[config.mk]
export PLATFORM = sky130hd
export DESIGN_NAME = line_field_cut_filter
export DESIGN_NICKNAME = d
export VERILOG_FILES = /design/src/hw/rtl/lfc_pkg.sv /design/src/hw/rtl/lfc_cfg.sv /design/src/hw/rtl/line_field_cut_filter.sv
export SDC_FILE = /design/constraint.sdc
export NUM_CORES = 1
export LEC_CHECK = 0
export ABC_AREA = 0
export BUFFER_PORTS_ARGS = -buffer_cell sky130_fd_sc_hd__buf_2
export CAP_MARGIN = 10
export CORE_UTILIZATION = 55
export CTS_CLUSTER_DIAMETER = 120
export CTS_CLUSTER_SIZE = 12
export DETAILED_ROUTE_END_ITERATION = 8
export MAX_ROUTING_LAYER = met4
export PLACE_DENSITY_LB_ADDON = 0.15
export SKIP_LAST_GASP = 1
export SYNTH_ARGS = -nofsm -noshare
export SYNTH_HDL_FRONTEND = slang
export SYNTH_HIERARCHICAL = 1
export SYNTH_SLANG_ARGS = --single-unit
[constraint.sdc]
create_clock -name clk -period 10.35 [get_ports clk]
set_input_delay 0.5175 -clock clk [delete_from_list [all_inputs] [get_ports clk]]
set_output_delay 0.5175 -clock clk [all_outputs]
set_load 0.01 [all_outputs]
[src/hw/rtl/lfc_pkg.sv]
`default_nettype none

package lfc_pkg;

  localparam int CHAR_W    = 16;  // width of in_char / out_char
  localparam int CFG_IDX_W = 3;
  localparam int DCNT_W    = 3;
  localparam int DSLOTS_W  = 64;  // four packed 16-bit delimiter slots

  localparam int MAX_DELIMS_DEF = 4;
  localparam int CHAR_BITS_DEF  = 16;
  localparam int COUNT_BITS_DEF = 16;

  localparam logic [CHAR_W-1:0] NEWLINE = CHAR_W'(10);

  typedef struct packed {
    logic                field_mode;
    logic [CHAR_W-1:0]   field_number;
    logic [CHAR_W-1:0]   char_offset;
    logic [CHAR_W-1:0]   max_length;
    logic [DCNT_W-1:0]   delim_count;
    logic [DSLOTS_W-1:0] delim_chars;
  } cfg_t;

endpackage

`default_nettype wire

[src/hw/rtl/lfc_cfg.sv]
`default_nettype none

module lfc_cfg (
  input  wire logic                           clk,
  input  wire logic                           rst,
  input  wire logic                           cfg_valid,
  input  wire logic [lfc_pkg::CFG_IDX_W-1:0]  cfg_index,
  input  wire logic [lfc_pkg::DSLOTS_W-1:0]   cfg_data,
  output lfc_pkg::cfg_t                       cfg
);

  localparam logic [lfc_pkg::CFG_IDX_W-1:0] REG_FIELD_MODE   = 3'd0;
  localparam logic [lfc_pkg::CFG_IDX_W-1:0] REG_FIELD_NUMBER = 3'd1;
  localparam logic [lfc_pkg::CFG_IDX_W-1:0] REG_CHAR_OFFSET  = 3'd2;
  localparam logic [lfc_pkg::CFG_IDX_W-1:0] REG_MAX_LENGTH   = 3'd3;
  localparam logic [lfc_pkg::CFG_IDX_W-1:0] REG_DELIM_COUNT  = 3'd4;
  localparam logic [lfc_pkg::CFG_IDX_W-1:0] REG_DELIM_CHARS  = 3'd5;

  always_ff @(posedge clk) begin
    if (rst) begin
      cfg.field_mode   <= 1'b0;
      cfg.field_number <= '0;
      cfg.char_offset  <= '0;
      cfg.max_length   <= '0;
      cfg.delim_count  <= lfc_pkg::DCNT_W'(1);
      cfg.delim_chars  <= lfc_pkg::DSLOTS_W'(44);  // comma in slot 0
    end else if (cfg_valid) begin
      case (cfg_index)
        REG_FIELD_MODE:   cfg.field_mode   <= cfg_data[0];
        REG_FIELD_NUMBER: cfg.field_number <= cfg_data[lfc_pkg::CHAR_W-1:0];
        REG_CHAR_OFFSET:  cfg.char_offset  <= cfg_data[lfc_pkg::CHAR_W-1:0];
        REG_MAX_LENGTH:   cfg.max_length   <= cfg_data[lfc_pkg::CHAR_W-1:0];
        REG_DELIM_COUNT:  cfg.delim_count  <= cfg_data[lfc_pkg::DCNT_W-1:0];
        REG_DELIM_CHARS:  cfg.delim_chars  <= cfg_data;
        default: ;
      endcase
    end
  end

endmodule

`default_nettype wire

[src/hw/rtl/line_field_cut_filter.sv]
// An accepted input is held in the input register, its result in the output register.
// Throughput: one character or line end per cycle unless the output stalls; the
// per-line counters and the delimiter compare sit between the input register and the
// output register. Items that produce nothing still occupy a slot in the pipeline.
// Reset (rst, synchronous): counters and handshake state cleared, registers to defaults.
`default_nettype none

module line_field_cut_filter #(
  parameter int MAX_DELIMS = lfc_pkg::MAX_DELIMS_DEF,
  parameter int CHAR_BITS  = lfc_pkg::CHAR_BITS_DEF,
  parameter int COUNT_BITS = lfc_pkg::COUNT_BITS_DEF
) (
  input  wire logic                           clk,
  input  wire logic                           rst,
  // input stream
  input  wire logic                           s_tvalid,
  output logic                                s_tready,
  input  wire logic [lfc_pkg::CHAR_W-1:0]     s_tdata,   // [15:0] in_char
  input  wire logic                           s_tlast,   // line_end
  // output stream
  output logic                                m_tvalid,
  input  wire logic                           m_tready,
  output logic [lfc_pkg::CHAR_W-1:0]          m_tdata,   // [15:0] out_char
  output logic                                m_tuser,   // [0] out_is_newline
  // register writes
  input  wire logic                           cfg_valid,
  output logic                                cfg_ready,
  input  wire logic [lfc_pkg::CFG_IDX_W-1:0]  cfg_index,
  input  wire logic [lfc_pkg::DSLOTS_W-1:0]   cfg_data
);

  // compare width: holds any count and offset + length without wrap
  localparam int CW = (COUNT_BITS > lfc_pkg::CHAR_W) ? COUNT_BITS : lfc_pkg::CHAR_W + 1;

  lfc_pkg::cfg_t cfg;

  lfc_cfg u_cfg (
    .clk       (clk),
    .rst       (rst),
    .cfg_valid (cfg_valid),
    .cfg_index (cfg_index),
    .cfg_data  (cfg_data),
    .cfg       (cfg)
  );

  assign cfg_ready = 1'b1;

  // input register
  logic                       in_valid;
  logic [lfc_pkg::CHAR_W-1:0] in_char;
  logic                       in_last;

  // output register
  logic                       out_valid;
  logic [lfc_pkg::CHAR_W-1:0] out_char;
  logic                       out_nl;

  // line state
  logic [COUNT_BITS-1:0] field_index, field_index_next;
  logic [COUNT_BITS-1:0] field_position, field_position_next;
  logic                  line_emitted, line_emitted_next;

  logic advance;
  assign advance  = !out_valid || m_tready;
  assign s_tready = !in_valid || advance;

  always_ff @(posedge clk) begin
    if (rst) begin
      in_valid <= 1'b0;
    end else if (s_tready) begin
      in_valid <= s_tvalid;
    end
  end

  always_ff @(posedge clk) begin
    if (s_tvalid && s_tready) begin
      in_char <= s_tdata;
      in_last <= s_tlast;
    end
  end

  logic [CHAR_BITS-1:0]          ch;
  logic [lfc_pkg::DCNT_W-1:0]    dcnt;
  logic                          is_delim;
  logic                          selected;
  logic                          in_window;
  logic [CW-1:0]                 pos_x;
  logic [CW-1:0]                 off_x;
  logic [CW-1:0]                 end_x;
  logic                          res_valid;
  logic [lfc_pkg::CHAR_W-1:0]    res_char;
  logic                          res_nl;

  assign ch   = in_char[CHAR_BITS-1:0];
  assign dcnt = (cfg.delim_count > lfc_pkg::DCNT_W'(MAX_DELIMS)) ?
                lfc_pkg::DCNT_W'(MAX_DELIMS) : cfg.delim_count;

  always_comb begin
    is_delim = 1'b0;
    for (int i = 0; i < MAX_DELIMS; i++) begin
      if (lfc_pkg::DCNT_W'(i) < dcnt &&
          cfg.delim_chars[lfc_pkg::CHAR_W*i +: CHAR_BITS] == ch) begin
        is_delim = 1'b1;
      end
    end
  end

  assign pos_x     = CW'(field_position);
  assign off_x     = CW'(cfg.char_offset);
  assign end_x     = CW'(cfg.char_offset) + CW'(cfg.max_length);
  assign in_window = (pos_x >= off_x) && (cfg.max_length == '0 || pos_x < end_x);
  assign selected  = !cfg.field_mode || (CW'(field_index) == CW'(cfg.field_number));

  always_comb begin
    field_index_next    = field_index;
    field_position_next = field_position;
    line_emitted_next   = line_emitted;
    res_valid           = 1'b0;
    res_char            = '0;
    res_nl              = 1'b0;
    if (in_last) begin
      field_index_next    = '0;
      field_position_next = '0;
      line_emitted_next   = 1'b0;
      if (line_emitted) begin
        res_valid = 1'b1;
        res_char  = lfc_pkg::NEWLINE;
        res_nl    = 1'b1;
      end
    end else if (cfg.field_mode && is_delim) begin
      if (field_index != '1) begin
        field_index_next = field_index + COUNT_BITS'(1);
      end
      field_position_next = '0;
    end else begin
      if (field_position != '1) begin
        field_position_next = field_position + COUNT_BITS'(1);
      end
      if (selected && in_window) begin
        line_emitted_next = 1'b1;
        res_valid         = 1'b1;
        res_char          = lfc_pkg::CHAR_W'(ch);
      end
    end
  end

  always_ff @(posedge clk) begin
    if (rst) begin
      field_index    <= '0;
      field_position <= '0;
      line_emitted   <= 1'b0;
      out_valid      <= 1'b0;
    end else if (advance) begin
      out_valid <= in_valid && res_valid;
      if (in_valid) begin
        field_index    <= field_index_next;
        field_position <= field_position_next;
        line_emitted   <= line_emitted_next;
      end
    end
  end

  always_ff @(posedge clk) begin
    if (advance && in_valid && res_valid) begin
      out_char <= res_char;
      out_nl   <= res_nl;
    end
  end

  assign m_tvalid = out_valid;
  assign m_tdata  = out_char;
  assign m_tuser  = out_nl;

endmodule

`default_nettype wire

-- After elaboration in Yosys (flattened, before gate mapping)
Index checks and enable logic that the tools add are counted.
- $add $sub $neg: 3
- $lt $le $gt $ge: 7
- equal/unequal tests: 13
- muxes and demuxes: 22
- reduce and logical (&&, ||, !) cells: 33
- operator list (operator ; count):
    two-way mux 16 bit ; 9
    == test 16 bit ; 5
    adder 16 x 1 -> 16 bit, second input constant ; 2
    != test 16 bit, second input constant ; 2
    adder 16 x 16 -> 17 bit ; 1
    less-than comparator 16 x 17 -> 1 bit ; 1
    greater-or-equal comparator 16 bit ; 1
    zero test 16 bit ; 1
    AND reduction 2 bit ; 6
    logical AND 1 bit ; 11
    two-way mux 1 bit ; 11
    AND reduction 4 bit ; 2
    == test 3 x 2 -> 1 bit, second input constant ; 2
    == test 3 bit, second input constant ; 2
    less-than comparator 1 x 3 -> 1 bit, first input constant ; 2
    less-than comparator 2 x 3 -> 1 bit, first input constant ; 2
    nonzero test 2 bit ; 3
    logical OR 1 bit ; 4
    two-way mux 4 bit ; 1
    == test 3 x 1 -> 1 bit, second input constant ; 1
    > comparator 3 bit, second input constant ; 1
    zero test 1 bit ; 3
    zero test 3 bit ; 1
    two-way mux 3 bit ; 1
    other kinds (3) ; 3
- bits in registers: 185
- bits of input ports: 89
- output and inout bits: 20
- word-level logic and storage cells: 93

-- Longest topological paths before layout
- word-level depth: 12
- depth in mapped cells: 18
- depth with buffers taken out: 17

-- By module
The synthesis kept the hierarchy.
- by module, submodules not included (module ; times used ; cells each ; area an instance (um2) ; seq. area each (um2)):
    line_field_cut_filter ; 1 ; 653 ; 5799.3 ; 1721.7
    lfc_cfg ; 1 ; 459 ; 4959.8 ; 2322.2

-- Worst setup path before layout
Ideal clock, no wire load.
- path type: reg-to-reg
- start point: register u_cfg/cfg[67] (netlist name)
- end point: register out_char (netlist bit m_tdata[0]) (enable)
- library setup time: 0.374 ns
- data arrival time: 4.464 ns
- required time: 9.976 ns
- path slack: 5.512 ns
- stages on the path, launching flop included: 19
- buffers on the path: 1
- period minus slack after synthesis: 4.838 ns
- cells stage by stage: dfxtp_1 > ha_1 > fa_1 > a21o_1 > a311oi_1 > o22ai_1 > o21ai_0 > nand2b_1 > a31oi_1 > xnor2_1 > ha_1 > a21o_1 > a21oi_1 > nor3b_1 > o21ai_0 > and4_1 > nor4_1 > clkbuf_1 > o21a_1
- cells in the longest elaborated chain, start to end: 9
- elaborated cells on any way between the ends: 10
- those cells by class: add/sub: 1; order compare: 1; mux: 3; reduce/logical: 5
- RTL lines (element ; line ; RTL):
    adder 16 x 16 -> 17 bit ; line_field_cut_filter.sv:110 ; assign end_x = CW'(cfg.char_offset) + CW'(cfg.max_length);
    less-than comparator 16 x 17 -> 1 bit ; line_field_cut_filter.sv:111 ; assign in_window = (pos_x >= off_x) && (cfg.max_length == '0 || pos_x < end_x);
    logical OR 1 bit * ; line_field_cut_filter.sv:111 ;
    logical AND 1 bit * ; line_field_cut_filter.sv:111 ;
    logical AND 1 bit * ; line_field_cut_filter.sv:139 ; if (selected && in_window) begin
    two-way mux 1 bit * ; line_field_cut_filter.sv:139 ;
    two-way mux 1 bit * ; line_field_cut_filter.sv:130 ; end else if (cfg.field_mode && is_delim) begin
    two-way mux 1 bit * ; line_field_cut_filter.sv:121 ; if (in_last) begin
    logical AND 1 bit * ; line_field_cut_filter.sv:164 ; if (advance && in_valid && res_valid) begin
    to (signal assigned) ; line_field_cut_filter.sv:165 ; out_char <= res_char;
    to (decl) ; line_field_cut_filter.sv:55 ; logic [lfc_pkg::CHAR_W-1:0] out_char;
Mark *: on every way between the ends. The rest lies on a longest branch, timed or not.
A chain may end at the register's enable or synchronous reset.

-- Worst setup path in the final report
- start point: register u_cfg/cfg[67] (netlist name)
- end point: register out_char (netlist bit m_tdata[6]) (enable)
- cells in the longest elaborated chain, start to end: 9
- elaborated cells on any way between the ends: 10
- those cells by class: add/sub: 1; order compare: 1; mux: 3; reduce/logical: 5
- RTL lines (element ; line):
    adder 16 x 16 -> 17 bit ; line_field_cut_filter.sv:110
    less-than comparator 16 x 17 -> 1 bit ; line_field_cut_filter.sv:111
    logical OR 1 bit * ; line_field_cut_filter.sv:111
    logical AND 1 bit * ; line_field_cut_filter.sv:111
    logical AND 1 bit * ; line_field_cut_filter.sv:139
    two-way mux 1 bit * ; line_field_cut_filter.sv:139
    two-way mux 1 bit * ; line_field_cut_filter.sv:130
    two-way mux 1 bit * ; line_field_cut_filter.sv:121
    logical AND 1 bit * ; line_field_cut_filter.sv:164
Marks and branches as above.

==> flow_metrics.env <==
export IMPL_status="completed"
export IMPL_finalWorstPathRequiredPeriod_ns=4.871
export IMPL_finalSetupViolations=0
export IMPL_cp_arrival_ns=4.94
export IMPL_cts_root_buf="clkbuf_16"
export IMPL_cts_made_buffers=17
export IMPL_synth_edff_count=34
export IMPL_cp_max_fo=18
export IMPL_ys_async_sr_fraction=0
export IMPL_pin_count=109
export IMPL_slew_headroom=0.2884
export IMPL_ys_warn_count=6
export IMPL_grt_pass1_wl_um=41370
export IMPL_netlist_area_mm2=0.01076
export IMPL_yosysTopAreaCellShare=0.2810
export IMPL_initial_core_util=0.5676
export IMPL_synth_seq_cells=185
export IMPL_clock_skew_ns=0.01128
export IMPL_coreArea_mm2=0.01896
export IMPL_cts_hold_buf=0
export IMPL_postSynthCellCount=1112
export IMPL_cts_max_level=4
export IMPL_dp_hpwl_um=19410
export IMPL_synth_fp_nets=1251
export IMPL_hold_viol=0
export IMPL_tightest_slew_ns=1.065
export IMPL_synth_top_area_cell="dfxtp_1"
export IMPL_drv_slew=0
export IMPL_syn_area_per_cell_um2=9.675
export IMPL_max_cap_violations=0
export IMPL_ys_top_cells_by_area="dfxtp_1, mux2i_1, nand2b_1"
export IMPL_clk_latency_ns=0.44
export IMPL_grt_max_degree=113
export IMPL_rsz0062_at_grt="no"
export IMPL_drtPass1Iterations=5
export IMPL_drive_gt1_frac=0.1319
export IMPL_synthMuxAreaShare=0.1135
export IMPL_fmax_ghz=0.2053
export IMPL_die_area_mm2=0.02013
export IMPL_period_share=0.4706
export IMPL_cts_path_max_buffers=2
export IMPL_antenna_left=0
export IMPL_startpoint_type="flip-flop"
export IMPL_die_w_um=141.9
export IMPL_synth_simple_area_share=0.2292
export IMPL_die_y_um=141.9
export IMPL_cts_tree="done"
export IMPL_clk_pin_slew_worst_paths_ns=0.07
export IMPL_ys_seq_area_frac=0.3759
export IMPL_gp_congestion=0.9368
export IMPL_nNetsFinal=1316
export IMPL_crit_required_ns=10.42
export IMPL_grt_util_all_layers=0.2757
export IMPL_setup_tns_ns=0
export IMPL_portBuffers=107
export IMPL_detail_route_wl_per_cell_um=18.05
export IMPL_fin_hold_ws_ns=0.2447
export IMPL_viasPerCell=5.685
export IMPL_grt_pass1_vias=7776
export IMPL_cts_resized=0
export IMPL_std_cell_rows=50
export IMPL_routed_wl_um=26200
export IMPL_drtIter0Drc=457
export IMPL_placedInstanceArea_mm2=0.01128
export IMPL_yosys_area_share_adder=0.05884
export IMPL_drc=0
export IMPL_fin_area_mm2=0.01185
export IMPL_antenna_found_initial=1
export IMPL_leakage_nw=4.784
export IMPL_hold_path_class="in -> reg"
export IMPL_critPathKind="reg -> reg"
export IMPL_syn_to_final_growth_pct=10.11
export IMPL_cts_setup_buffers=0
export IMPL_synth_xor_area_frac=0.07896
export IMPL_synth_compound_area_frac=0.09559
export IMPL_vdd_ir_drop_max_v=0.0001193
export IMPL_synth_cell_type_count=68
export IMPL_grt_ovfl_total=0
export IMPL_num_vias=8249
export IMPL_endpoint_kind="flip-flop"
export IMPL_ys_flop_type="dfxtp_1"
export IMPL_power_density_mw_per_mm2=131.8
export IMPL_clkSinkCount=185
export IMPL_synth_top_family_by_area="simple AND/OR/NAND/NOR gates"
[path summary, 6_finish.rpt]
| path | end | startpoint | slack (ns) | depth (start not counted) |
|---|---|---|---|---|
| max reg2reg | m_tdata[6]$_SDFFCE_PP0P_ | u_cfg/cfg[67]$_SDFFE_PP0P_ | 5.48 | 18 |
| min reg2reg | line_emitted$_SDFFE_PP0P_ | line_emitted$_SDFFE_PP0P_ | 0.47 | 1 |
| max | m_tdata[6]$_SDFFCE_PP0P_ | u_cfg/cfg[67]$_SDFFE_PP0P_ | 5.48 | 18 |
| min | ch[6]$_DFFE_PP_ | s_tdata[6] | 0.24 | 1 |
[cell usage after synthesis (18+ instances only)]
master    instances
nand3_1          38
nand2b_1        187
ha_1             49
clkbuf_1         46
xnor2_1          38
nor2_1           39
dfxtp_1         151
a21oi_1          32
nor4_1           28
inv_1            30
xor2_1           59
a21o_1           21
mux2i_1         122
edfxtp_1         34
o21ai_0          19
and2_1           18
nand4_1          18
nand2_1          40
[kinds of logic after synthesis]
group	after synthesis
compound gates	139
xor+xnor	97
fa+ha+maj	50
buf+inv	98
flops	185
mux	122
other cells	1
simple gates	420
[cell usage in the layout, fill, tap and decap left out, types with 34 or more instances in the layout]
master / n
ha_1: 49
mux2i_1: 122
edfxtp_1: 34
nand3_1: 38
nand2b_1: 187
xnor2_1: 38
dfxtp_1: 151
nor2_1: 39
xor2_1: 59
buf_2: 106
nand2_1: 40
[registers in the layout, summed over array words and instances, names as in the netlist]
name,flops
m_tdata,16
in_last,1
field_index,16
field_position,16
in_valid,1
m_tuser,1
line_emitted,1
m_tvalid,1
ch,16
u_cfg/cfg,116
[critical path: stages (launching register included)]
cell and delay [ns]:
dfxtp_1 0.34, ha_1 0.23, fa_1 0.41, a21o_1 0.20
a311oi_1 0.37, o22ai_1 0.18, o21ai_0 0.17, nand2b_1 0.10
a31oi_1 0.21, xnor2_1 0.15, ha_1 0.27, a21o_1 0.17
a21oi_1 0.17, nor3b_1 0.18, o21ai_0 0.10, and4_1 0.22
nor4_2 0.20, buf_4 0.24, o21a_1 0.59
[area by class of cell]
type	instances	area [um2]
inverter	30	112.6
fill	1640	7109
antenna	1	2.502
sequential	185	4044
timing repair buffer	114	590.6
clock buffer	18	439.2
tap	260	325.3
multi-input combinational	829	6210
clock inverter	14	122.6
[through the flow]
step / instances / worst slack, ns / power (W) / util
global placement: 1418 / 5.597 / 0.0009368 / 0.5952
floorplan: 1112 / 5.512 / 0.0008872 / -
finish: 1451 / 5.479 / 0.001561 / 0.6250
detailed placement: 1418 / 5.520 / 0.0009393 / 0.5952
CTS: 1450 / 5.480 / 0.001565 / 0.6248
global route: 1451 / 5.043 / 0.001609 / 0.6250
[layer usage]
metal	track usage	vias up	routed length [um]
met5	-	-	0
met4	0.08546	0	510
met3	0.04455	42	1325
met2	0.4164	250	11730
met1	0.3778	3891	12630
li1	-	4066	-
[power breakdown]
| group | internal (W) | switching, W |
|---|---|---|
| clock network | 0.000340 | 0.000296 |
| registers | 0.000753 | 0.0000230 |
| logic | 0.0000689 | 0.0000803 |
Note: power is estimated with default switching activity, not from simulation.
